==> config.mk <==
export PLATFORM = sky130hd
export DESIGN_NAME = mite_regfile
export DESIGN_NICKNAME = d
export VERILOG_FILES = /design/src/mite_pkg.sv /design/src/mite_regfile.sv
export SDC_FILE = /design/constraint.sdc
export NUM_CORES = 1
export LEC_CHECK = 0
export BUFFER_PORTS_ARGS = -buffer_cell sky130_fd_sc_hd__buf_2
export CAP_MARGIN = 20
export CORE_MARGIN = 2
export CORE_UTILIZATION = 50
export DETAILED_ROUTE_END_ITERATION = 16
export PLACE_DENSITY = 0.66
export SKIP_LAST_GASP = 1
export SYNTH_ARGS = -nofsm -noshare
export SYNTH_HDL_FRONTEND = slang
export SYNTH_SLANG_ARGS = --single-unit
==> constraint.sdc <==
create_clock -name i_clk -period 7.21 [get_ports i_clk]
set_clock_uncertainty 0.2 [all_clocks]
set_input_delay 0.3605 -clock i_clk [delete_from_list [all_inputs] [get_ports i_clk]]
set_output_delay 0.3605 -clock i_clk [all_outputs]
set_load 0.02 [all_outputs]
==> src/mite_pkg.sv <==
// Shared opcodes, register codes and stage types of the I-type execute block.
`default_nettype none

package mite_pkg;

    localparam int DATA_WORDS_DEFAULT = 1024;

    // Primary opcodes, instruction bits 31..26.
    localparam logic [5:0] OP_REGIMM = 6'h01;
    localparam logic [5:0] OP_BEQ    = 6'h04;
    localparam logic [5:0] OP_BNE    = 6'h05;
    localparam logic [5:0] OP_BLEZ   = 6'h06;
    localparam logic [5:0] OP_BGTZ   = 6'h07;
    localparam logic [5:0] OP_ADDI   = 6'h08;
    localparam logic [5:0] OP_ADDI_U = 6'h09;
    localparam logic [5:0] OP_SLTI   = 6'h0A;
    localparam logic [5:0] OP_SLTI_U = 6'h0B;
    localparam logic [5:0] OP_ANDI   = 6'h0C;
    localparam logic [5:0] OP_ORI    = 6'h0D;
    localparam logic [5:0] OP_XORI   = 6'h0E;
    localparam logic [5:0] OP_LUI    = 6'h0F;
    localparam logic [5:0] OP_LB     = 6'h20;
    localparam logic [5:0] OP_LW     = 6'h23;
    localparam logic [5:0] OP_SB     = 6'h28;
    localparam logic [5:0] OP_SW     = 6'h2B;

    // Branch codes carried in the rt field of the REGIMM group.
    localparam logic [4:0] RT_BLTZ   = 5'd0;
    localparam logic [4:0] RT_BGEZ   = 5'd1;
    localparam logic [4:0] RT_BLTZAL = 5'd16;
    localparam logic [4:0] RT_BGEZAL = 5'd17;

    localparam logic [4:0] REG_ZERO = 5'd0;
    localparam logic [4:0] REG_LINK = 5'd31;

    // Outcome of the execute stage, carried down the memory pipeline.
    typedef struct packed {
        logic [31:0] next_pc;
        logic        taken;
        logic        unimpl;
        logic        wr;
        logic [4:0]  widx;
        logic [31:0] wval;
        logic        load;
        logic        store;
        logic        byte_acc;
        logic [31:0] maddr;
        logic [31:0] mdata;
    } t_exec;

    // One result beat as it leaves the block.
    typedef struct packed {
        logic [31:0] next_pc;
        logic        br_taken;
        logic        reg_write;
        logic [4:0]  reg_index;
        logic [31:0] reg_value;
        logic        mem_write;
        logic [31:0] mem_address;
        logic [31:0] mem_data;
        logic        byte_access;
        logic        unimplemented;
    } t_result;

    typedef struct packed {
        logic        en;
        logic [4:0]  idx;
        logic [31:0] data;
    } t_rf_write;

endpackage

`default_nettype wire

==> src/mite_regfile.sv <==
// General register file: 32 words, two registered read ports, one write port.
`default_nettype none

module mite_regfile (
    input  wire logic                 i_clk,
    input  wire logic                 i_rst_n,
    input  wire logic [4:0]           i_raddr_a,
    input  wire logic [4:0]           i_raddr_b,
    input  wire mite_pkg::t_rf_write  i_wr,
    output logic [31:0]               o_rdata_a,
    output logic [31:0]               o_rdata_b
);
    import mite_pkg::*;

    logic [31:0] r_mem [32];
    logic [31:0] r_valid;
    logic [31:0] r_rd_a;
    logic [31:0] r_rd_b;
    logic        r_vld_a;
    logic        r_vld_b;

    always_ff @(posedge i_clk) begin
        if (i_wr.en) begin
            r_mem[i_wr.idx] <= i_wr.data;
        end
        r_rd_a <= r_mem[i_raddr_a];
        r_rd_b <= r_mem[i_raddr_b];
    end

    // An entry never written since reset reads as zero.
    always_ff @(posedge i_clk) begin
        if (!i_rst_n) begin
            r_valid <= '0;
            r_vld_a <= 1'b0;
            r_vld_b <= 1'b0;
        end else begin
            if (i_wr.en) begin
                r_valid[i_wr.idx] <= 1'b1;
            end
            r_vld_a <= r_valid[i_raddr_a];
            r_vld_b <= r_valid[i_raddr_b];
        end
    end

    assign o_rdata_a = r_vld_a ? r_rd_a : '0;
    assign o_rdata_b = r_vld_b ? r_rd_b : '0;

endmodule

`default_nettype wire

Yosys cells after proc, flatten, opt, wreduce, memory -nomap -nowiden
Memories as Yosys holds them, arrays and structs flattened. A register that Yosys moved wholly into a read port is not among the register bits.
Index checks and enable logic that the tools add are counted.
- bits of input ports: 50
- memories: 1
- bits in writable memories: 1024
- output and inout port bits: 64
- register bits after elaboration: 34
- logic and storage cells: 20
- muxes and demuxes: 10
- reductions and logical operators: 1
- bitwise logic cells: 1
- order comparisons: 4
- memory list (memory ; words ; bits a word ; rd ports ; clocked after Yosys merged registers in ; write ports ; line ; RTL):
    r_mem ; 32 ; 32 ; 2 ; 2 ; 1 ; mite_regfile.sv:15 ; logic [31:0] r_mem [32];
- operator list (kind ; count):
    32-bit two-way mux ; 2
    32-bit OR ; 1
    5-bit by 6-bit < comparator with 1-bit output (second input constant) ; 3
    1-bit binary-select mux with 5-bit select ; 2
    1-bit demux with 5-bit select ; 1
    5-bit by 1-bit greater-or-equal comparator with 1-bit output (second input constant) ; 1
    1-bit two-way mux ; 5
    1-bit logical AND ; 1

Depth between registers and ports, before layout
Gate-level depths: netlist of run 1.
- word-level depth: 5
- gate-level depth with buffers: 7
- mapped depth without buffers: 4

Worst setup path before layout of run 1
OpenSTA, ideal clock, no wires.
- kind: input to register
- start: input i_wr[32] (netlist bit)
- end: memory r_mem[12][0], enable pin
- library setup time: 423 ps
- stages on the path: 3
- path buffers: 1
- setup slack: 4184 ps
- data arrival time: 2404 ps
- cell sequence: or3b_2 clkbuf_1 nor2_1
- RTL lines (element ; line ; RTL):
    from (decl) ; mite_regfile.sv:9 ; input wire mite_pkg::t_rf_write i_wr,
    to (decl) ; mite_regfile.sv:15 ;
No word-level cell before the write port.

Final worst setup path of run 1
- start: register r_vld_b
- end: output o_rdata_b[8]
- cells in the longest elaborated chain, start to end: 1
- ends and longest elaborated chain (element ; line ; RTL):
    from (decl) ; mite_regfile.sv:20 ; logic r_vld_b;
    from (signal assigned) ; mite_regfile.sv:41 ; r_vld_b <= r_valid[i_raddr_b];
    32-bit two-way mux ; mite_regfile.sv:46 ; assign o_rdata_b = r_vld_b ? r_rd_b : '0;
    to (decl) ; mite_regfile.sv:11 ; output logic [31:0] o_rdata_b
No other way between the ends.

==> summary.txt, run 1 <==
STA
  – Post-route minimum period: 2.91 ns
  – Tcrit/Tclk final: 40.4%
  – Hold Violations, Final: 0
  – Slew @ Worst Pin: 1.11 ns
  – RSZ-0062 raised after global routing: false
  – Number of setup violations in the final report: 0
  – Min Hold Slack: 0.292 ns
  – Final setup margin: 4.30 ns
  – Peak Freq: 343 MHz
  – Setup TNS: 0 ns
  – Slew Limit Fails: 0
  – Slew headroom: 25.8%

Floorplan
  – Core Rows: 116
  – Core Area: 99700 um^2
  – Die height: 321 um
  – Die area: 103000 um^2
  – Die span in x: 321 um
  – Starting density of the core: 50.2%
  – Ports: 114

Synth
  – Synth cell count leaders: edfxtp_1, mux4_2, dfxtp_1
  – Yosys cell types: 29
  – Top FF cell, synth: edfxtp_1
  – Syn_nets: 2264
  – Area leader, netlist: edfxtp_1
  – Top-area cell type share of the netlist area: 61.4%
  – Yosys warning total: 0
  – Number of synthesized register bits: 1122
  – Synth top area cells: edfxtp_1, mux4_2, dfxtp_1
  – Top-count cell post-synth: edfxtp_1
  – FFs w/ async S/R, synth: 0%
  – Post-Synthesis Cells: 2214
  – Sequential fraction of the synthesis area: 65.3%
  – Cell area after synthesis: 50100 um^2
  – Avg Inst Size Synth: 22.6 um^2
  – Post-synth EDFFs: 1024

Critical path
  – Kind of critical path: register to output port
  – Critical path launch point type: register
  – R2r setup slk: 5.16 ns
  – Crit. End Element: output port
  – Worst EP arrival: 2.35 ns
  – Crit Path Max Fanout: 23
  – Req. time, crit path: 6.65 ns

GRT
  – GRT Total Usage: 26.6%
  – Remaining Overflow, GRT: 0
  – First-pass GRT wire length: 191000 um
  – Vias in the first global route: 27066
  – Antenna violations before repair: 5
  – Largest net degree at the start of global routing: 127

Route
  – Final ANT Viol Nets: 0
  – Vias per std cell: 6.86
  – 1st-iter DRT viols: 3561
  – Per-cell routed wire length: 35.5 um
  – Final WL: 133000 um
  – DR vias: 25829
  – # DRC: 0
  – Drt first pass iters: 5

Placed design
  – Detailed placer's ending HPWL: 68500 um
  – Final Wtd Congestion: 0.765
  – PortBufs: 113
  – Setup WS pre-CTS: 3.58 ns

Pwr
  – Power Density: 253 nW/um^2
  – Net Sw Frac: 21.8%
  – Sequential share of power: 51.0%
  – P_sw: 0.00311 W
  – Int Power: 0.0112 W
  – Leakage power total: 17.8 nW
  – Gate power share: 7.5%
  – Max rail drop VDD: 0.204 mV
  – Clock power frac: 41.5%

Outcome
  – Outcome: finished clean

Worst hold path
  – Hold Path Class: register to register

Cells and area
  – Fin nets: 2415
  – Diode count: 0
  – Fill count: 7131
  – Share of layout cells above drive strength 1: 44.5%
  – Synth-to-Final Area Change: 12.5%

Clocking
  – CTS buffer count: 114
  – Worst skew pair latency: 0.70 ns
  – CTS tree: built
  – H-Tree Depth: 3
  – CTS root buffer: clkbuf_16
  – CTS clk-pin slew, worst paths: 0.06 ns
  – Post-CTS resize count: 0
  – Bufs on Longest Clock Path: 3
  – CTS Sinks: 1122

Job
  – Max Cap Violations: 0
[routing by layer]
layer	vias up	share of wire [%]	global-route usage, %
met4	6	2.8	7.84
met1	14005	39	37.8
met5	-	0.025	0
met3	240	10	6.02
li1	10047	-	-
met2	1531	48	41.8
[cells in the final DEF (no fill, tap or decap), types with 3 or more instances in the layout]
cell	n
dlygate4sd3_1	34
nand2_1	4
and2_1	64
clkinv_1	17
mux2i_1	10
nand3_1	3
clkinv_2	23
dfxtp_1	96
edfxtp_1	1024
buf_4	53
clkbuf_1	28
nor2_4	32
buf_2	105
nor2_1	62
buf_12	4
mux2_2	67
or3b_2	3
clkbuf_16	114
clkbuf_8	14
bufinv_16	10
inv_6	4
buf_8	4
clkinvlp_4	3
o21a_1	5
nand3b_1	7
mux4_2	652
[power groups by stage]
stage / registers, W / clock network, W / logic (W)
2_1_floorplan: 0.00739 / 0 / 0.000734
3_3_place_gp: 0.00740 / 0 / 0.00105
3_5_place_dp: 0.00741 / 0 / 0.00107
4_1_cts: 0.00727 / 0.00600 / 0.00109
5_1_grt: 0.00728 / 0.00626 / 0.00114
6_report: 0.00728 / 0.00592 / 0.00108
[state kept, by name (all words and copies together), names as in the netlist]
signal,count
r_vld_a,1
r_mem,1024
r_rd_a,32
r_valid,32
r_vld_b,1
r_rd_b,32
[final cells by class]
class | instances | area [um^2] | area share [%]
Sequential cell | 1122 | 32700 | 58.1
Multi-Input combinational cell | 922 | 16800 | 29.8
Clock buffer | 156 | 3150 | 5.59
Tap cell | 1298 | 1620 | 2.88
Timing Repair Buffer | 202 | 1430 | 2.53
Clock inverter | 61 | 623 | 1.11
Inverter | 3 | 11.3 | 0.0200
[logic make-up after synthesis]
kind of cell | after synthesis | synth area share (%)
flip-flops | 1122 | 65.3
multiplexers | 729 | 31.0
AND/OR/NAND/NOR | 182 | 1.81
buffers and inverters | 170 | 1.68
AO/OA/AOI/OAI | 11 | 0.177
[per-stage QoR]
stage | util [%] | power, W | std cells | cell area, um^2
3_5_place_dp | 52.4 | 0.00848 | 3513 | 52200
2_1_floorplan | - | 0.00812 | 2214 | 50100
3_3_place_gp | 52.4 | 0.00846 | 3513 | 52200
6_report | 56.5 | 0.0143 | 3764 | 56300
4_1_cts | 56.5 | 0.0144 | 3764 | 56300
5_1_grt | 56.5 | 0.0147 | 3764 | 56300
[repair_timing]
| item | in CTS | in global routing |
|---|---|---|
| setup buffers | 0 | 0 |
| hold buffers | 34 | 0 |
| endpoints found under the hold margin | 1029 | 0 |
[path summary, 6_finish.rpt]
check,from,to,cells past startpoint
setup / recovery,r_vld_b$_SDFF_PN0_,o_rdata_b[8],3
hold / removal,r_valid[17]$_SDFFE_PN0P_,r_valid[17]$_SDFFE_PN0P_,1
setup reg to reg,r_mem[7][7]$_DFFE_PP_,r_rd_b[7]$_DFF_P_,3
hold reg to reg,r_valid[17]$_SDFFE_PN0P_,r_valid[17]$_SDFFE_PN0P_,1
[critical path: stages (launching register included)]
cell     delay [ns]
dfxtp_2        0.57
buf_4          0.53
and2_1         0.34
buf_2          0.22
Note: power is estimated with default switching activity, not from simulation.
==> run 2: changes to the inputs <==
Settings changed: PLACE_DENSITY 0.66 to 0.69.
Clock period 7.21 ns to 2.4 ns, I/O delays scaled along.
==> run 2 against run 1 <==
Against the previous run: via count increased by 3.0%; design area is 4.2% higher; non-clock buffer count grew 143; routed wire length up 1.3%; sequential cell count unchanged; core utilization up 2.4 points; global-route usage is 0.19 points higher; hold slack lost 0.26 ns.
==> summary.txt, run 2 (synthesis gave the netlist of run 1 again) <==
Outcome
  – Outcome: finished clean

Cells and area
  – Final instance area: 58700 um^2
  – Synth-to-Final Area Change: 17.1%
  – Multi-input gate area: 16800 um^2
  – Most frequent cells in the layout: edfxtp_1, mux4_2, clkbuf_16
  – Share of layout cells above drive strength 1: 46.9%
  – Most flops, register: r_mem
  – Fin nets: 2556
  – Fill count: 6893
  – Max reg flops: 1024
  – Most common cell after layout, fill and taps aside: edfxtp_1
  – Flip-flop and latch area: 32700 um^2

Clocking
  – Bufs on Longest Clock Path: 3
  – CTS clk-pin slew, worst paths: 0.06 ns
  – CTS root buffer: clkbuf_16
  – CTS tree: built
  – Worst skew pair latency: 0.71 ns
  – CTS buffer count: 112
  – CTS Sinks: 1122
  – H-Tree Depth: 3

Pwr
  – Power Density: 738 nW/um^2
  – Leakage power total: 18.8 nW
  – Max rail drop VDD: 0.557 mV

Floorplan
  – Core Rows: 116
  – Die height: 321 um
  – Core Area: 99700 um^2
  – Die area: 103000 um^2
  – Die span in x: 321 um
  – Ports: 114
  – Starting density of the core: 50.2%

STA
  – Slew Limit Fails: 0
  – Slew headroom: 47.3%
  – Min Hold Slack: 0.0348 ns
  – RSZ-0062 raised after global routing: false
  – Tcrit/Tclk final: 95.5%
  – Number of setup violations in the final report: 0
  – Final setup margin: 0.108 ns
  – Peak Freq: 436 MHz
  – Slew @ Worst Pin: 0.791 ns
  – Setup TNS: 0 ns
  – Hold Violations, Final: 0
  – Post-route minimum period: 2.29 ns

Placed design
  – Final Wtd Congestion: 0.808
  – Detailed placer's ending HPWL: 77800 um
  – Post-Place Cell Area: 54400 um^2
  – Setup WS pre-CTS: 0.0240 ns
  – PortBufs: 113

Critical path
  – CP bufs+invs: 2
  – R2r setup slk: 0.19 ns
  – Critical path launch point type: register
  – Slowest CP cell: dfxtp_4
  – Slowest stage delay, CP: 0.64 ns
  – Crit. End Element: output port
  – Top Family by Delay on Critical Path: flip-flops
  – Kind of critical path: register to output port
  – Crit Path Max Fanout: 16
  – Worst EP arrival: 1.97 ns
  – Crit path cell chain: buf_4 -> and2_1 -> buf_2
  – Req. time, crit path: 2.08 ns
  – R2R cell count: 5
  – Cell count along the critical path: 3

Route
  – # DRC: 0
  – Vias per std cell: 6.81
  – Per-cell routed wire length: 34.6 um
  – Final WL: 135000 um
  – DR vias: 26599
  – 1st-iter DRT viols: 3623
  – Final ANT Viol Nets: 0
  – Drt first pass iters: 6

Job
  – Max Cap Violations: 0

GRT
  – Largest net degree at the start of global routing: 63
  – Remaining Overflow, GRT: 0
  – Vias in the first global route: 27787
  – Antenna violations before repair: 6
  – GRT Total Usage: 26.8%
  – First-pass GRT wire length: 196000 um

Worst hold path
  – Hold depth: 3
  – Hold Path Class: input pin to register
run 2: through the flow:
step / power [W] / utilization, % / instances
6_report: 0.0433 / 58.8 / 3907
5_1_grt: 0.0445 / 58.8 / 3901
4_1_cts: 0.0435 / 58.8 / 3901
3_5_place_dp: 0.0258 / 54.6 / 3644
3_3_place_gp: 0.0257 / 54.6 / 3644
2_1_floorplan: 0.0244 / - / 2214
run 2: path summary, 6_finish.rpt:
kind,to,startpoint
worst max register to register,r_vld_a$_SDFF_PN0_,r_valid[31]$_SDFFE_PN0P_
worst min register to register,r_valid[15]$_SDFFE_PN0P_,r_valid[15]$_SDFFE_PN0P_
worst min-delay path,r_mem[26][3]$_DFFE_PP_,i_wr[36]
worst max-delay path,o_rdata_a[4],r_vld_a$_SDFF_PN0_
run 2: worst min-delay path: stages:
cell and delay, ns:
buf_2 0.14, nand3b_1 0.34, nor2_4 0.13
run 2: cell type report:
| type | instances | area share, % |
|---|---|---|
| Sequential cell | 1122 | 55.8 |
| Clock inverter | 57 | 1.14 |
| Multi-Input combinational cell | 922 | 28.6 |
| Tap cell | 1298 | 2.77 |
| Antenna cell | 6 | 0.0256 |
| Clock buffer | 154 | 5.27 |
| Inverter | 3 | 0.0192 |
| Timing Repair Buffer | 345 | 6.42 |
run 2: metal layers:
layer	vias to the layer above	part of all wire [%]	wire length [um]	GRT usage (%)
met5	-	0.024	32	0
met3	246	10	13600	6.10
li1	10342	-	-	-
met4	6	2.9	3960	8.64
met1	14456	38	51800	37.2
met2	1549	49	65800	42.5
run 2: where the power goes:
part	total, W	internal [W]	switching, W
sequential	0.0219	0.0217	0.000210
clock	0.0179	0.0104	0.00747
combinational	0.00352	0.00181	0.00171
total	0.0433	0.0339	0.00939
run 2: repair_timing:
action,in CTS,in global routing
hold buffers,46,0
resized for setup,2,0
buffers inserted,0,0
endpoints found under the setup margin,26,0
hold endpoints to repair,1102,0
