### config.mk
export PLATFORM = sky130hd
export DESIGN_NAME = mite_alu
export DESIGN_NICKNAME = d
export VERILOG_FILES = /design/src/mite_pkg.sv /design/src/mite_alu.sv
export SDC_FILE = /design/constraint.sdc
export NUM_CORES = 1
export LEC_CHECK = 0
export BUFFER_PORTS_ARGS = -buffer_cell sky130_fd_sc_hd__buf_4
export CORE_MARGIN = 2
export CORE_UTILIZATION = 58
export DETAILED_ROUTE_END_ITERATION = 8
export PLACE_DENSITY = 0.92
export SLEW_MARGIN = 0
export SYNTH_ARGS = -nofsm -noshare
export SYNTH_HDL_FRONTEND = slang
export SYNTH_SLANG_ARGS = --single-unit
export TNS_END_PERCENT = 1
### constraint.sdc
create_clock -name vclk -period 7.8
set_input_delay 0.78 -clock vclk [all_inputs]
set_output_delay 0.78 -clock vclk [all_outputs]
set_load 0.03 [all_outputs]
### src/mite_pkg.sv
// Shared opcodes, register codes and stage types of the I-type execute block.
`default_nettype none

package mite_pkg;

    localparam int DATA_WORDS_DEFAULT = 1024;

    // Primary opcodes, instruction bits 31..26.
    localparam logic [5:0] OP_REGIMM = 6'h01;
    localparam logic [5:0] OP_BEQ    = 6'h04;
    localparam logic [5:0] OP_BNE    = 6'h05;
    localparam logic [5:0] OP_BLEZ   = 6'h06;
    localparam logic [5:0] OP_BGTZ   = 6'h07;
    localparam logic [5:0] OP_ADDI   = 6'h08;
    localparam logic [5:0] OP_ADDI_U = 6'h09;
    localparam logic [5:0] OP_SLTI   = 6'h0A;
    localparam logic [5:0] OP_SLTI_U = 6'h0B;
    localparam logic [5:0] OP_ANDI   = 6'h0C;
    localparam logic [5:0] OP_ORI    = 6'h0D;
    localparam logic [5:0] OP_XORI   = 6'h0E;
    localparam logic [5:0] OP_LUI    = 6'h0F;
    localparam logic [5:0] OP_LB     = 6'h20;
    localparam logic [5:0] OP_LW     = 6'h23;
    localparam logic [5:0] OP_SB     = 6'h28;
    localparam logic [5:0] OP_SW     = 6'h2B;

    // Branch codes carried in the rt field of the REGIMM group.
    localparam logic [4:0] RT_BLTZ   = 5'd0;
    localparam logic [4:0] RT_BGEZ   = 5'd1;
    localparam logic [4:0] RT_BLTZAL = 5'd16;
    localparam logic [4:0] RT_BGEZAL = 5'd17;

    localparam logic [4:0] REG_ZERO = 5'd0;
    localparam logic [4:0] REG_LINK = 5'd31;

    // Outcome of the execute stage, carried down the memory pipeline.
    typedef struct packed {
        logic [31:0] next_pc;
        logic        taken;
        logic        unimpl;
        logic        wr;
        logic [4:0]  widx;
        logic [31:0] wval;
        logic        load;
        logic        store;
        logic        byte_acc;
        logic [31:0] maddr;
        logic [31:0] mdata;
    } t_exec;

    // One result beat as it leaves the block.
    typedef struct packed {
        logic [31:0] next_pc;
        logic        br_taken;
        logic        reg_write;
        logic [4:0]  reg_index;
        logic [31:0] reg_value;
        logic        mem_write;
        logic [31:0] mem_address;
        logic [31:0] mem_data;
        logic        byte_access;
        logic        unimplemented;
    } t_result;

    typedef struct packed {
        logic        en;
        logic [4:0]  idx;
        logic [31:0] data;
    } t_rf_write;

endpackage

`default_nettype wire

### src/mite_alu.sv
// Execute stage: decode, branch resolution, immediate arithmetic and address generation.
`default_nettype none

module mite_alu (
    input  wire logic [31:0] i_instr,
    input  wire logic [31:0] i_pc,
    input  wire logic [31:0] i_a,
    input  wire logic [31:0] i_b,
    output mite_pkg::t_exec  o_exec
);
    import mite_pkg::*;

    logic [5:0]  op;
    logic [4:0]  rt;
    logic [15:0] imm;
    logic [31:0] sext;
    logic [31:0] zext;
    logic [31:0] sum;
    logic        a_neg;
    logic        link;
    t_exec       ex;

    assign op    = i_instr[31:26];
    assign rt    = i_instr[20:16];
    assign imm   = i_instr[15:0];
    assign sext  = {{16{imm[15]}}, imm};
    assign zext  = {16'b0, imm};
    assign sum   = i_a + sext;
    assign a_neg = i_a[31];

    always_comb begin
        ex         = '0;
        ex.next_pc = i_pc + 32'd4;
        ex.widx    = rt;
        link       = 1'b0;
        case (op)
            OP_REGIMM: begin
                case (rt)
                    RT_BLTZ, RT_BLTZAL: ex.taken  = a_neg;
                    RT_BGEZ, RT_BGEZAL: ex.taken  = !a_neg;
                    default:            ex.unimpl = 1'b1;
                endcase
                link = rt[4];
            end
            OP_BEQ:  ex.taken = (i_a == i_b);
            OP_BNE:  ex.taken = (i_a != i_b);
            OP_BLEZ: ex.taken = a_neg || (i_a == '0);
            OP_BGTZ: ex.taken = !a_neg && (i_a != '0);
            OP_ADDI, OP_ADDI_U: begin
                ex.wr   = 1'b1;
                ex.wval = sum;
            end
            OP_SLTI: begin
                ex.wr   = 1'b1;
                ex.wval = {31'b0, $signed(i_a) < $signed(sext)};
            end
            OP_SLTI_U: begin
                ex.wr   = 1'b1;
                ex.wval = {31'b0, i_a < sext};
            end
            OP_ANDI: begin
                ex.wr   = 1'b1;
                ex.wval = i_a & zext;
            end
            OP_ORI: begin
                ex.wr   = 1'b1;
                ex.wval = i_a | zext;
            end
            OP_XORI: begin
                ex.wr   = 1'b1;
                ex.wval = i_a ^ zext;
            end
            OP_LUI: begin
                ex.wr   = 1'b1;
                ex.wval = {imm, 16'b0};
            end
            OP_LB: begin
                ex.wr       = 1'b1;
                ex.load     = 1'b1;
                ex.byte_acc = 1'b1;
                ex.maddr    = sum;
            end
            OP_LW: begin
                ex.wr    = 1'b1;
                ex.load  = 1'b1;
                ex.maddr = sum;
            end
            OP_SB: begin
                ex.store    = 1'b1;
                ex.byte_acc = 1'b1;
                ex.maddr    = sum;
                ex.mdata    = {24'b0, i_b[7:0]};
            end
            OP_SW: begin
                ex.store = 1'b1;
                ex.maddr = sum;
                ex.mdata = i_b;
            end
            default: ex.unimpl = 1'b1;
        endcase

        if (ex.unimpl) begin
            // Unsupported words leave every piece of state as it was.
            ex         = '0;
            ex.unimpl  = 1'b1;
            ex.next_pc = i_pc;
        end else begin
            if (ex.taken) begin
                ex.next_pc = i_pc + 32'd4 + {sext[29:0], 2'b00};
                if (link) begin
                    ex.wr   = 1'b1;
                    ex.widx = REG_LINK;
                    ex.wval = i_pc + 32'd8;
                end
            end
            if (ex.wr && ex.widx == REG_ZERO) begin
                ex.wr = 1'b0;
            end
            if (!ex.wr) begin
                ex.widx = REG_ZERO;
                ex.wval = '0;
            end
        end
    end

    assign o_exec = ex;

endmodule

`default_nettype wire

# Yosys cells after proc, flatten, opt, wreduce, memory -nomap -nowiden
# Cells that the tools add are included.
# op_classes
add_sub_neg	4
magnitude_cmp	2
n_eq_ne	22
muxes	23
bitwise_logic	3
n_reduce_logical	18
# ops
cell	n
32-bit one-hot mux with 7 select lines	1
38-bit two-way mux	4
32-bit two-way mux	3
67-bit two-way mux	1
32-bit adder	2
32-bit one-hot mux with 2 select lines	1
6-bit by 4-bit == test with 1-bit output, second input constant	8
37-bit two-way mux	1
32-bit by 3-bit adder with 32-bit output, second input constant	1
32-bit by 4-bit adder with 32-bit output, second input constant	1
32-bit by 16-bit AND with 32-bit output	1
32-bit == test	1
32-bit logical NOT	1
32-bit by 16-bit < comparator with 1-bit output	1
32-bit < comparator	1
32-bit inequality test	1
32-bit by 16-bit OR with 32-bit output	1
32-bit nonzero test	1
32-bit by 16-bit XOR with 32-bit output	1
6-bit by 3-bit == test with 1-bit output, second input constant	4
6-bit == test, second input constant	4
16-bit OR reduction	1
2-bit OR reduction	6
5-bit == test, second input constant	2
12 further kinds	23
# totals
ff_bits	0
word_cells	72

# Logic depth before layout (Yosys ltp)
# Gate-level depths: netlist of the first run.
# logic_depth
word_depth	12
mapped_depth	22
mapped_depth_nobuf	19

# Worst setup path before layout of the first run
# OpenSTA, ideal clock, no wires.
# synth_path
kind	in2out
start	in i_pc[3]
end	out o_exec[138] (netlist bit)
t_arrival_ns	4.487
t_required_ns	7.020
slack_ns	2.533
stages	22
path_buffers	3
path_cell_list	ha_1 > nand3_2 > nor2_2 > and3_4 > buf_6 > and3_4 > buf_6 > and2_4 > buf_6 > nand3_1 > xnor2_1 > ha_1 > a21o_1 > a21o_1 > a21o_1 > a21oi_1 > nand4bb_1 > o221ai_1 > xnor2_1 > or3_1 > a21oi_2 > xor2_1
# synth_rtl
element	line_no	text
start, declared	mite_alu.sv:6	input wire logic [31:0] i_pc,
end, declared	mite_alu.sv:9	output mite_pkg::t_exec o_exec

==> results of run 1 <==
==> area by class of cell <==
class | instances | share of cell area, %
Inverter | 71 | 2.747
Multi-Input combinational cell | 1046 | 74.16
Tap cell | 176 | 2.270
Timing Repair Buffer | 269 | 20.82
==> path summary, 6_finish.rpt <==
kind              slack, ps           to
setup / recovery       2100  o_exec[138]
hold / removal         1790  o_exec[107]
==> through the flow <==
| step | setup slack [ps] | util (%) |
|---|---|---|
| 2_1_floorplan | 2533 | - |
| 3_3_place_gp | 2166 | 73.84 |
| 3_5_place_dp | 2172 | 73.84 |
| 4_1_cts | 2158 | 73.84 |
| 5_1_grt | 1792 | 73.84 |
| 6_report | 2102 | 73.84 |
==> critical path: cells and delay by family <==
family | cells | cell delay, ps
simple gates | 7 | 1830
compound gates | 6 | 980
fa+ha+maj | 2 | 530
xor+xnor | 3 | 470
buf+inv | 2 | 320
==> where the power goes <==
| part | internal, W | switching, W |
|---|---|---|
| registers | 0 | 0 |
| clock network | 0 | 0 |
| logic | 0.000254 | 0.000392 |
| total | 0.000254 | 0.000392 |
==> placed cells by master (no fill, tap or decap), types with 11 or more instances in the layout <==
cell type	netlist	layout
and3_1	13	13
xnor2_1	110	110
mux2i_1	23	23
buf_4	2	269
nor3_1	21	21
nand3_1	22	22
nand2b_1	13	13
a22oi_1	14	14
nand4_1	24	24
a21oi_1	97	97
xor2_1	33	33
nor2_1	118	117
inv_1	70	70
a31oi_1	11	11
o22ai_1	27	27
nand2_1	107	107
and2_1	38	38
a21o_1	26	26
nor4_1	14	14
ha_1	110	110
o21ai_0	72	72
o21bai_1	17	17
nor2b_1	13	13
==> kinds of logic after synthesis <==
kind of cell | after synthesis
muxes | 23
and+or+nand+nor | 419
buffers and inverters | 139
xor gates and xnor gates | 143
AOI/OAI and AO/OA | 349
adders and majority gates | 112
==> synthesized netlist by cell type (5+ instances only) <==
master	number
and2_1	38
or3_1	5
o21ai_0	72
o21a_1	8
a211oi_1	5
inv_1	70
and3_1	13
o211ai_1	9
nand2_1	107
nor2b_1	13
xnor2_1	110
mux2i_1	23
nor2_1	118
and4_1	5
nand2b_1	13
nand4_1	24
clkbuf_1	48
nor3_1	21
o221ai_1	6
buf_2	8
xor2_1	33
o22ai_1	27
nand3_1	22
o21ai_1	8
o21bai_1	17
a21o_1	26
a31oi_1	11
ha_1	110
nor4_1	14
a22o_1	5
a22oi_1	14
a21oi_1	97
==> metal layers <==
| layer | part of all wire [%] | wire, um | global-route usage, % |
|---|---|---|---|
| met1 | 39 | 12210 | 52.85 |
| met2 | 45 | 13970 | 68.32 |
| met3 | 11 | 3387 | 6.654 |
| met4 | 5.2 | 1627 | 16.76 |
| met5 | 0 | 0 | 0 |
==> summary.txt, run 1 <==
Status
  – Outcome: complete, no violations

STA
  – Final hold vios: 0
  – Worst slew pin tran: approximately 1300 ps
  – Final setup fails: 0
  – RSZ-0062 raised after global routing: no
  – Crit path time final: 5698 ps
  – Slew HR: 14.59%
  – Final Max Tran Viols: 0
  – Hold WS: ~1800 ps
  – Highest clock rate: 0.1755 GHz
  – Tcrit/Tclk final: 73.05%
  – Setup_tns: 0 ps

Critical path
  – Worst EP required: 7020 ps
  – Crit end category: output pin
  – Crit-path slowest cell: or2_2
  – CP Class: in -> out
  – Worst-path cell chain: buf_4, ha_1, nand4_1, or2_2, nor2_2, nand2_1, nor2_1, xor2_1, ha_1, a21o_1, a21o_1, a21oi_1, o21ai_0, nand4bb_1, o221ai_1, xnor2_1, or3_1, a21oi_2, xor2_1, buf_4
  – CP arrival: 4920 ps
  – Largest fanout on the critical path: 10
  – Worst Setup SP: i_pc[2]
  – Crit start category: input pin
  – CP max stage delay: around 370 ps

Detailed routing
  – Iteration-0 DRC Markers: 1011
  – Drt total wl: slightly above 30000 um
  – Routed len/inst: around 20 um
  – Drt pass-1 iters: 8
  – Post-DRT Antenna Nets: 0
  – Vias/cell: 6.328
  – Via count: 9884
  – Remaining DRCs: 0

GRT
  – Initial antenna violation count: 0
  – Total global-route track usage: 41.12%
  – Pin count of the biggest net entering global routing: 54
  – Total grt overflow: 0
  – Vias in the first global route: 8926
  – First-pass GRT wire length: 47890 um

Cells and area
  – Multi-input gate area: just over 7000 um^2
  – Fin cells: ~1600
  – Fill count: 1115
  – Fraction of layout cells with a size suffix above 1: 21.00%
  – Nets@finish: 1628
  – Clock buffers: 0
  – Final Cell Area: 9701 um^2
  – Diode count: 0
  – Layout Area Growth over Synthesis: 25.03%
  – Register area: 0 um^2
  – Num sequential: 0

Logic synthesis
  – Synth Area in Compound Gates: between 20% and 30%
  – Synth warn: 0
  – Synthesized cell area: ~7800 um^2
  – Largest family of logic cells by synthesized area: compound AO/OA/AOI/OAI gates
  – Post-synth net total: between 1000 and 1500
  – Synth top area share: between 10% and 20%
  – Synth Area in Adders: 18.26%
  – Xor/xnor cell area share of the yosys netlist: 16.14%
  – Register area share after synthesis: 0%
  – Syn Area/Cell: 6.547 um^2
  – Synth unique cells: between 70 and 80
  – Post-Syn Instances: around 1200
  – Yosys top cell by area: ha_1
  – Top post-synthesis cells by area: ha_1 (18%), xnor2_1 (12%), a21oi_1 (6.3%), nor2_1 (5.7%), nand2_1 (5.2%)
  – Fraction of synthesized area in multiplexers: 2.967%
  – Post-synthesis simple-gate area fraction: 26.75%

Power
  – Power Density: 66.55 nW/um^2
  – Max VDD drop: 0.00005494 V
  – Total Power: 0.0006455 W
  – Static leakage: 4.537 nW

Placement
  – Routability cong.: 1.020
  – # placed instances: 1562
  – PortBufs: about 260
  – DP HPWL: 25290 um
  – Area after DPL: a little under 10000 um^2

Floorplan
  – Core area: 13140 um^2
  – Die area: approximately 14000 um^2
  – Die width: about 120 um
  – Initial core utilization: between 50% and 60%
  – Ports: around 270
  – Die Y: 119.7 um
  – Cell row count: 42

Run
  – Max-cap viol count: 0

Clocking
  – Hold_buf cts: 0
  – Quantity of gates resized following cts: 0
  – Post-CTS setup buffers: 0

Hold path
  – Worst Min Path Start: i_pc[0]
  – Hold Crit Depth: 2
  – Hold Path Class: in -> out
(Power assumes the default switching activity.)
==> inputs of run 2 (changes only) <==
--- a/config.mk
+++ b/config.mk
@@ -7,9 +7,9 @@
 export LEC_CHECK = 0
 export BUFFER_PORTS_ARGS = -buffer_cell sky130_fd_sc_hd__buf_4
 export CORE_MARGIN = 2
-export CORE_UTILIZATION = 58
+export CORE_UTILIZATION = 49
 export DETAILED_ROUTE_END_ITERATION = 8
-export PLACE_DENSITY = 0.92
+export PLACE_DENSITY = 0.82
 export SLEW_MARGIN = 0
 export SYNTH_ARGS = -nofsm -noshare
 export SYNTH_HDL_FRONTEND = slang
==> constraint.sdc (replaced) <==
create_clock -name vclk -period 5.06
set_input_delay 0.506 -clock vclk [all_inputs]
set_output_delay 0.506 -clock vclk [all_outputs]
set_load 0.03 [all_outputs]
==> summary.txt, run 2 (synthesis gave the netlist of run 1 again) <==
Cells and area
  – Layout Area Growth over Synthesis: 27.41%
  – Num sequential: 0 (unchanged)
  – Nets@finish: 1644 (+0.98%)
  – Diode count: 0 (unchanged)
  – Final Cell Area: 9886 um^2 (+1.9%)
  – Clock buffers: 0 (unchanged)
  – Fill count: 1483 (+33%)
  – Commonest non-fill, non-tap cell in the layout: buf_4
  – Most frequent cells in the layout: buf_4 (285), nor2_1 (117), xnor2_1 (110)
  – Register area: 0 um^2 (unchanged)
  – Multi-input gate area: 7216 um^2 (+0.30%)
  – Fraction of layout cells with a size suffix above 1: 22.33% (+1.3 points)
  – Fin cells: 1613 (+3.3%)

Detailed routing
  – Via count: 9925 (+0.41%)
  – Drt total wl: 33810 um (+8.4%)
  – Post-DRT Antenna Nets: 0 (unchanged)
  – Drt pass-1 iters: 5 (-3)
  – Vias/cell: 6.153 (-2.8%)
  – Remaining DRCs: 0 (unchanged)
  – Iteration-0 DRC Markers: 838 (-17%)
  – Routed len/inst: 20.96 um (+5.0%)

Floorplan
  – Core area: 15310 um^2 (+17%)
  – Die width: 129.8 um (+8.5%)
  – Die area: 16860 um^2 (+18%)
  – Cell row count: 45 (+7.1%)
  – Die Y: 129.8 um (+8.5%)
  – Ports: 267 (unchanged)
  – Initial core utilization: 50.66% (-8.4 points)

GRT
  – Total grt overflow: 0 (unchanged)
  – Vias in the first global route: 8951 (+0.28%)
  – First-pass GRT wire length: 49920 um (+4.2%)
  – Initial antenna violation count: 0 (unchanged)
  – Pin count of the biggest net entering global routing: 61 (+13%)
  – Total global-route track usage: 37.93% (-3.2 points)

Critical path
  – Worst-path cell chain: buf_4, ha_2, nand3_2, nor2_2, and3_4, and3_4, and2_4, nand3_1, xnor2_1, ha_1, a21o_1, a21o_1, o21bai_1, a21oi_1, o21ai_2, a211o_1, a31oi_1, xor2_1, a21oi_1, o22a_1, buf_4
  – CP max stage delay: 350 ps (-20 ps)
  – Worst Path Buf+Inv: 2 (unchanged)
  – Crit start category: input pin
  – CP Class: in -> out
  – Crit end category: output pin
  – CP arrival: 4350 ps (-570 ps)
  – Largest fanout on the critical path: 8 (-2)
  – Crit path max-delay family: compound AO/OA/AOI/OAI gates
  – Worst EP required: 4550 ps (-2470 ps)
  – Crit-path slowest cell: a211o_1

Clocking
  – Post-CTS setup buffers: 0 (unchanged)
  – Quantity of gates resized following cts: 0 (unchanged)
  – Hold_buf cts: 0 (unchanged)

STA
  – Highest clock rate: 0.2059 GHz
  – Worst slew pin tran: 1135 ps (-141.0 ps)
  – Final setup fails: 0 (unchanged)
  – Final hold vios: 0 (unchanged)
  – RSZ-0062 raised after global routing: no
  – Tcrit/Tclk final: 95.96%
  – Slew HR: 24.12% (+9.5 points)
  – Crit path time final: between 4000 and 5000 ps
  – Setup_tns: 0 ps (unchanged)
  – Final Max Tran Viols: 0 (unchanged)

Power
  – Max VDD drop: 0.00005677 V (+3.3%)
  – Power Density: 103.6 nW/um^2 (+56%)
  – Static leakage: 4.617 nW (+1.7%)

Placement
  – DP HPWL: 27690 um (+9.5%)
  – # placed instances: 1613 (+3.3%)
  – PortBufs: 262 (unchanged)
  – Routability cong.: 1.017 (-0.27%)
  – Area after DPL: 9866 um^2 (+1.7%)

Hold path
  – Hold Path Class: in -> out

Status
  – Outcome: complete, no violations

Run
  – Max-cap viol count: 0 (unchanged)
[run 2: cell count changes in the layout (fill, tap and decap cells not counted), sizes merged]
cell	delta
buf	+16
[run 2: through the flow]
step           total power (W)  util [%]  hold WS, ps  worst slack [ps]
2_1_floorplan        0.0006349         -         1138             341.1
3_3_place_gp         0.0009878     64.42         1249             252.7
3_5_place_dp         0.0009915     64.42         1253             170.5
4_1_cts              0.0009973     64.42         1253             163.7
5_1_grt               0.001095     64.55         1254             13.76
6_report              0.001025     64.55         1250             204.4
[run 2: area by class of cell]
class | count | share of cell area (%)
tap | 211 | 2.671
multi-input combinational | 1046 | 72.99
timing repair buffer | 285 | 21.64
inverter | 71 | 2.696
[run 2: power by group]
group | internal [W] | switching (W) | leakage [nW]
clock network | 0 | 0 | 0
registers | 0 | 0 | 0
logic | 0.000403 | 0.000621 | 4.62
total | 0.000403 | 0.000621 | 4.62
[run 2: per-layer routing]
metal / up-vias / wire length, um / global-route usage, %
met1: 4583 / 13860 / 50.83
met4: 0 / 1529 / 14.55
met5: - / 0 / 0
li1: 4653 / - / -
met2: 589 / 14890 / 62.49
met3: 100 / 3529 / 4.223
[run 2: final timing paths]
kind	startpoint	to	slack, ps	cells past startpoint
worst max-delay path	i_pc[3]	o_exec[136]	200	21
worst min-delay path	i_pc[1]	o_exec[108]	1250	2
==> inputs of run 3 (changes only) <==
--- a/config.mk
+++ b/config.mk
@@ -6,10 +6,12 @@
 export NUM_CORES = 1
 export LEC_CHECK = 0
 export BUFFER_PORTS_ARGS = -buffer_cell sky130_fd_sc_hd__buf_4
+export CORE_ASPECT_RATIO = 0.9
 export CORE_MARGIN = 2
 export CORE_UTILIZATION = 49
 export DETAILED_ROUTE_END_ITERATION = 8
 export PLACE_DENSITY = 0.82
+export REMOVE_ABC_BUFFERS = 1
 export SLEW_MARGIN = 0
 export SYNTH_ARGS = -nofsm -noshare
 export SYNTH_HDL_FRONTEND = slang
==> summary.txt, run 3 (synthesis gave the netlist of run 1 again) <==
Status
  – Outcome: complete, no violations

Cells and area
  – Num sequential: 0 (unchanged)
  – Fill count: 1449 (-2.3%)
  – Clock buffers: 0 (unchanged)
  – Fraction of layout cells with a size suffix above 1: 21.80% (-0.52 points)
  – Fin cells: 1601 (-0.74%)
  – Most frequent cells in the layout: buf_4 (281), nor2_1 (117), xnor2_1 (110), ha_1 (110), nand2_1 (107)
  – Commonest non-fill, non-tap cell in the layout: buf_4
  – Multi-input gate area: 7198 um^2 (-0.24%)
  – Layout Area Growth over Synthesis: 26.91%
  – Nets@finish: 1641 (-0.18%)
  – Diode count: 0 (unchanged)
  – Register area: 0 um^2 (unchanged)

Power
  – Clock power frac: 0% (unchanged)
  – Flop pwr share: 0% (unchanged)
  – Internal power: 0.0003998 W (-0.84%)
  – Static leakage: 4.608 nW (-0.19%)
  – Max VDD drop: 0.00006197 V (+9.2%)
  – Power Density: 101.9 nW/um^2 (-1.7%)
  – Switching power: 0.0006038 W (-2.8%)
  – Sw Ratio: 60.16% (-0.49 points)
  – Logic pwr share: 100.0% (about the same)

STA
  – Worst Setup Slack, final: 182.8 ps (-21.63 ps)
  – Highest clock rate: 0.2050 GHz (-0.44%)
  – Final setup fails: 0 (unchanged)
  – Crit path time final: 4877 ps (+21.63 ps)
  – Tcrit/Tclk final: 96.39% (+0.43 points)
  – Hold WS: 1243 ps (-7.600 ps)
  – RSZ-0062 raised after global routing: no
  – Worst slew pin tran: 1012 ps (-123.7 ps)
  – Final Max Tran Viols: 0 (unchanged)
  – Final hold vios: 0 (unchanged)
  – Slew HR: 32.39% (+8.3 points)

Floorplan
  – Die width: 136.6 um (+5.2%)
  – Ports: 267 (unchanged)
  – Core area: 15440 um^2 (+0.83%)
  – Initial core utilization: 50.25% (-0.41 points)
  – Die area: 16860 um^2 (about the same)
  – Die Y: 123.4 um (-5.0%)
  – Cell row count: 43 (-4.4%)

Hold path
  – Worst Min Path Start: i_pc[0]
  – Hold EP: o_exec[107]
  – Hold Crit Depth: 2 (unchanged)
  – Hold Path Class: in -> out

Detailed routing
  – Remaining DRCs: 0 (unchanged)
  – Drt pass-1 iters: 6 (+1)
  – Routed len/inst: 19.92 um (-5.0%)
  – Iteration-0 DRC Markers: 1036 (+24%)
  – Via count: 9869 (-0.56%)
  – Drt total wl: 31890 um (-5.7%)
  – Vias/cell: 6.164 (+0.18%)
  – Post-DRT Antenna Nets: 0 (unchanged)

Placement
  – # placed instances: 1601 (-0.74%)
  – Routability cong.: 1.029 (+1.2%)
  – DP HPWL: 26070 um (-5.8%)
  – PortBufs: 262 (unchanged)
  – Pre-CTS setup slack: 241.7 ps (+71.13 ps)

GRT
  – Total grt overflow: 0 (unchanged)
  – Pin count of the biggest net entering global routing: 39 (-36%)
  – Vias in the first global route: 9006 (+0.61%)
  – First-pass GRT wire length: 47960 um (-3.9%)
  – Initial antenna violation count: 0 (unchanged)
  – Total global-route track usage: 36.00% (-1.9 points)

Critical path
  – Largest fanout on the critical path: 8 (unchanged)
  – CP Class: in -> out
  – Crit end category: output pin
  – Worst EP required: 4550 ps (about the same)
  – Crit start category: input pin
  – CP arrival: 4370 ps (+20 ps)

Clocking
  – Hold_buf cts: 0 (unchanged)
  – Post-CTS setup buffers: 0 (unchanged)

Run
  – Max-cap viol count: 0 (unchanged)
==> run 3: routing by layer <==
layer	share of wire, %	GRT usage [%]	up-vias
li1	-	-	4654
met1	41	49.11	4503
met2	42	56.44	615
met3	13	6.724	97
met4	4.3	12.76	0
met5	0	0	-
==> run 3: worst max path at each step <==
stage	start	endpoint	slack, ps	depth (start not counted)
after floorplan	i_b[13]	o_exec[123]	-160	9
after global placement	i_pc[3]	o_exec[136]	300	21
after detailed placement	i_pc[3]	o_exec[136]	240	21
after CTS	i_pc[3]	o_exec[136]	220	21
after global routing	i_pc[3]	o_exec[136]	6	21
final	i_pc[3]	o_exec[136]	180	21
==> run 3: power groups by stage <==
| stage | Clock, W | Combinational [W] | Sequential, W |
|---|---|---|---|
| CTS | 0 | 0.000980 | 0 |
| global placement | 0 | 0.000963 | 0 |
| floorplan | 0 | 0.000610 | 0 |
| global route | 0 | 0.00108 | 0 |
| detailed placement | 0 | 0.000973 | 0 |
| finish | 0 | 0.00100 | 0 |
==> run 3: through the flow <==
step           utilization [%]  total power (W)  instance area [um^2]  setup TNS, ps
3_3_place_gp             63.75        0.0009633                  9843              0
5_1_grt                  63.77         0.001076                  9847              0
6_report                 63.77         0.001004                  9847              0
4_1_cts                  63.75        0.0009797                  9843              0
3_5_place_dp             63.75        0.0009735                  9843              0
2_1_floorplan                -        0.0006095                  7453          -1007
==> run 3: final cells by class <==
cell class / count / share of cell area, %
Timing Repair Buffer: 282 / 21.63
Tap cell: 202 / 2.567
Multi-Input combinational cell: 1046 / 73.10
Inverter: 71 / 2.706
==> run 3: repair_timing <==
| action | 4_1_cts | 5_1_grt |
|---|---|---|
| endpoints found under the setup margin | 0 | 1 |
| endpoints found under the hold margin | 0 | 0 |
| resized for setup | 0 | 1 |
==> run 3: worst max-delay path: stages <==
cell,delay [ps]
buf_4,110
ha_1,250
nand3_2,120
nor2_2,180
and3_4,240
and3_4,190
and2_4,210
nand3_1,110
xnor2_1,150
ha_1,230
a21o_1,190
a21o_1,190
o21bai_1,160
a21oi_1,150
o21ai_1,150
a211o_1,370
a31oi_1,210
xor2_1,160
a21oi_1,80
o22a_1,220
buf_4,170
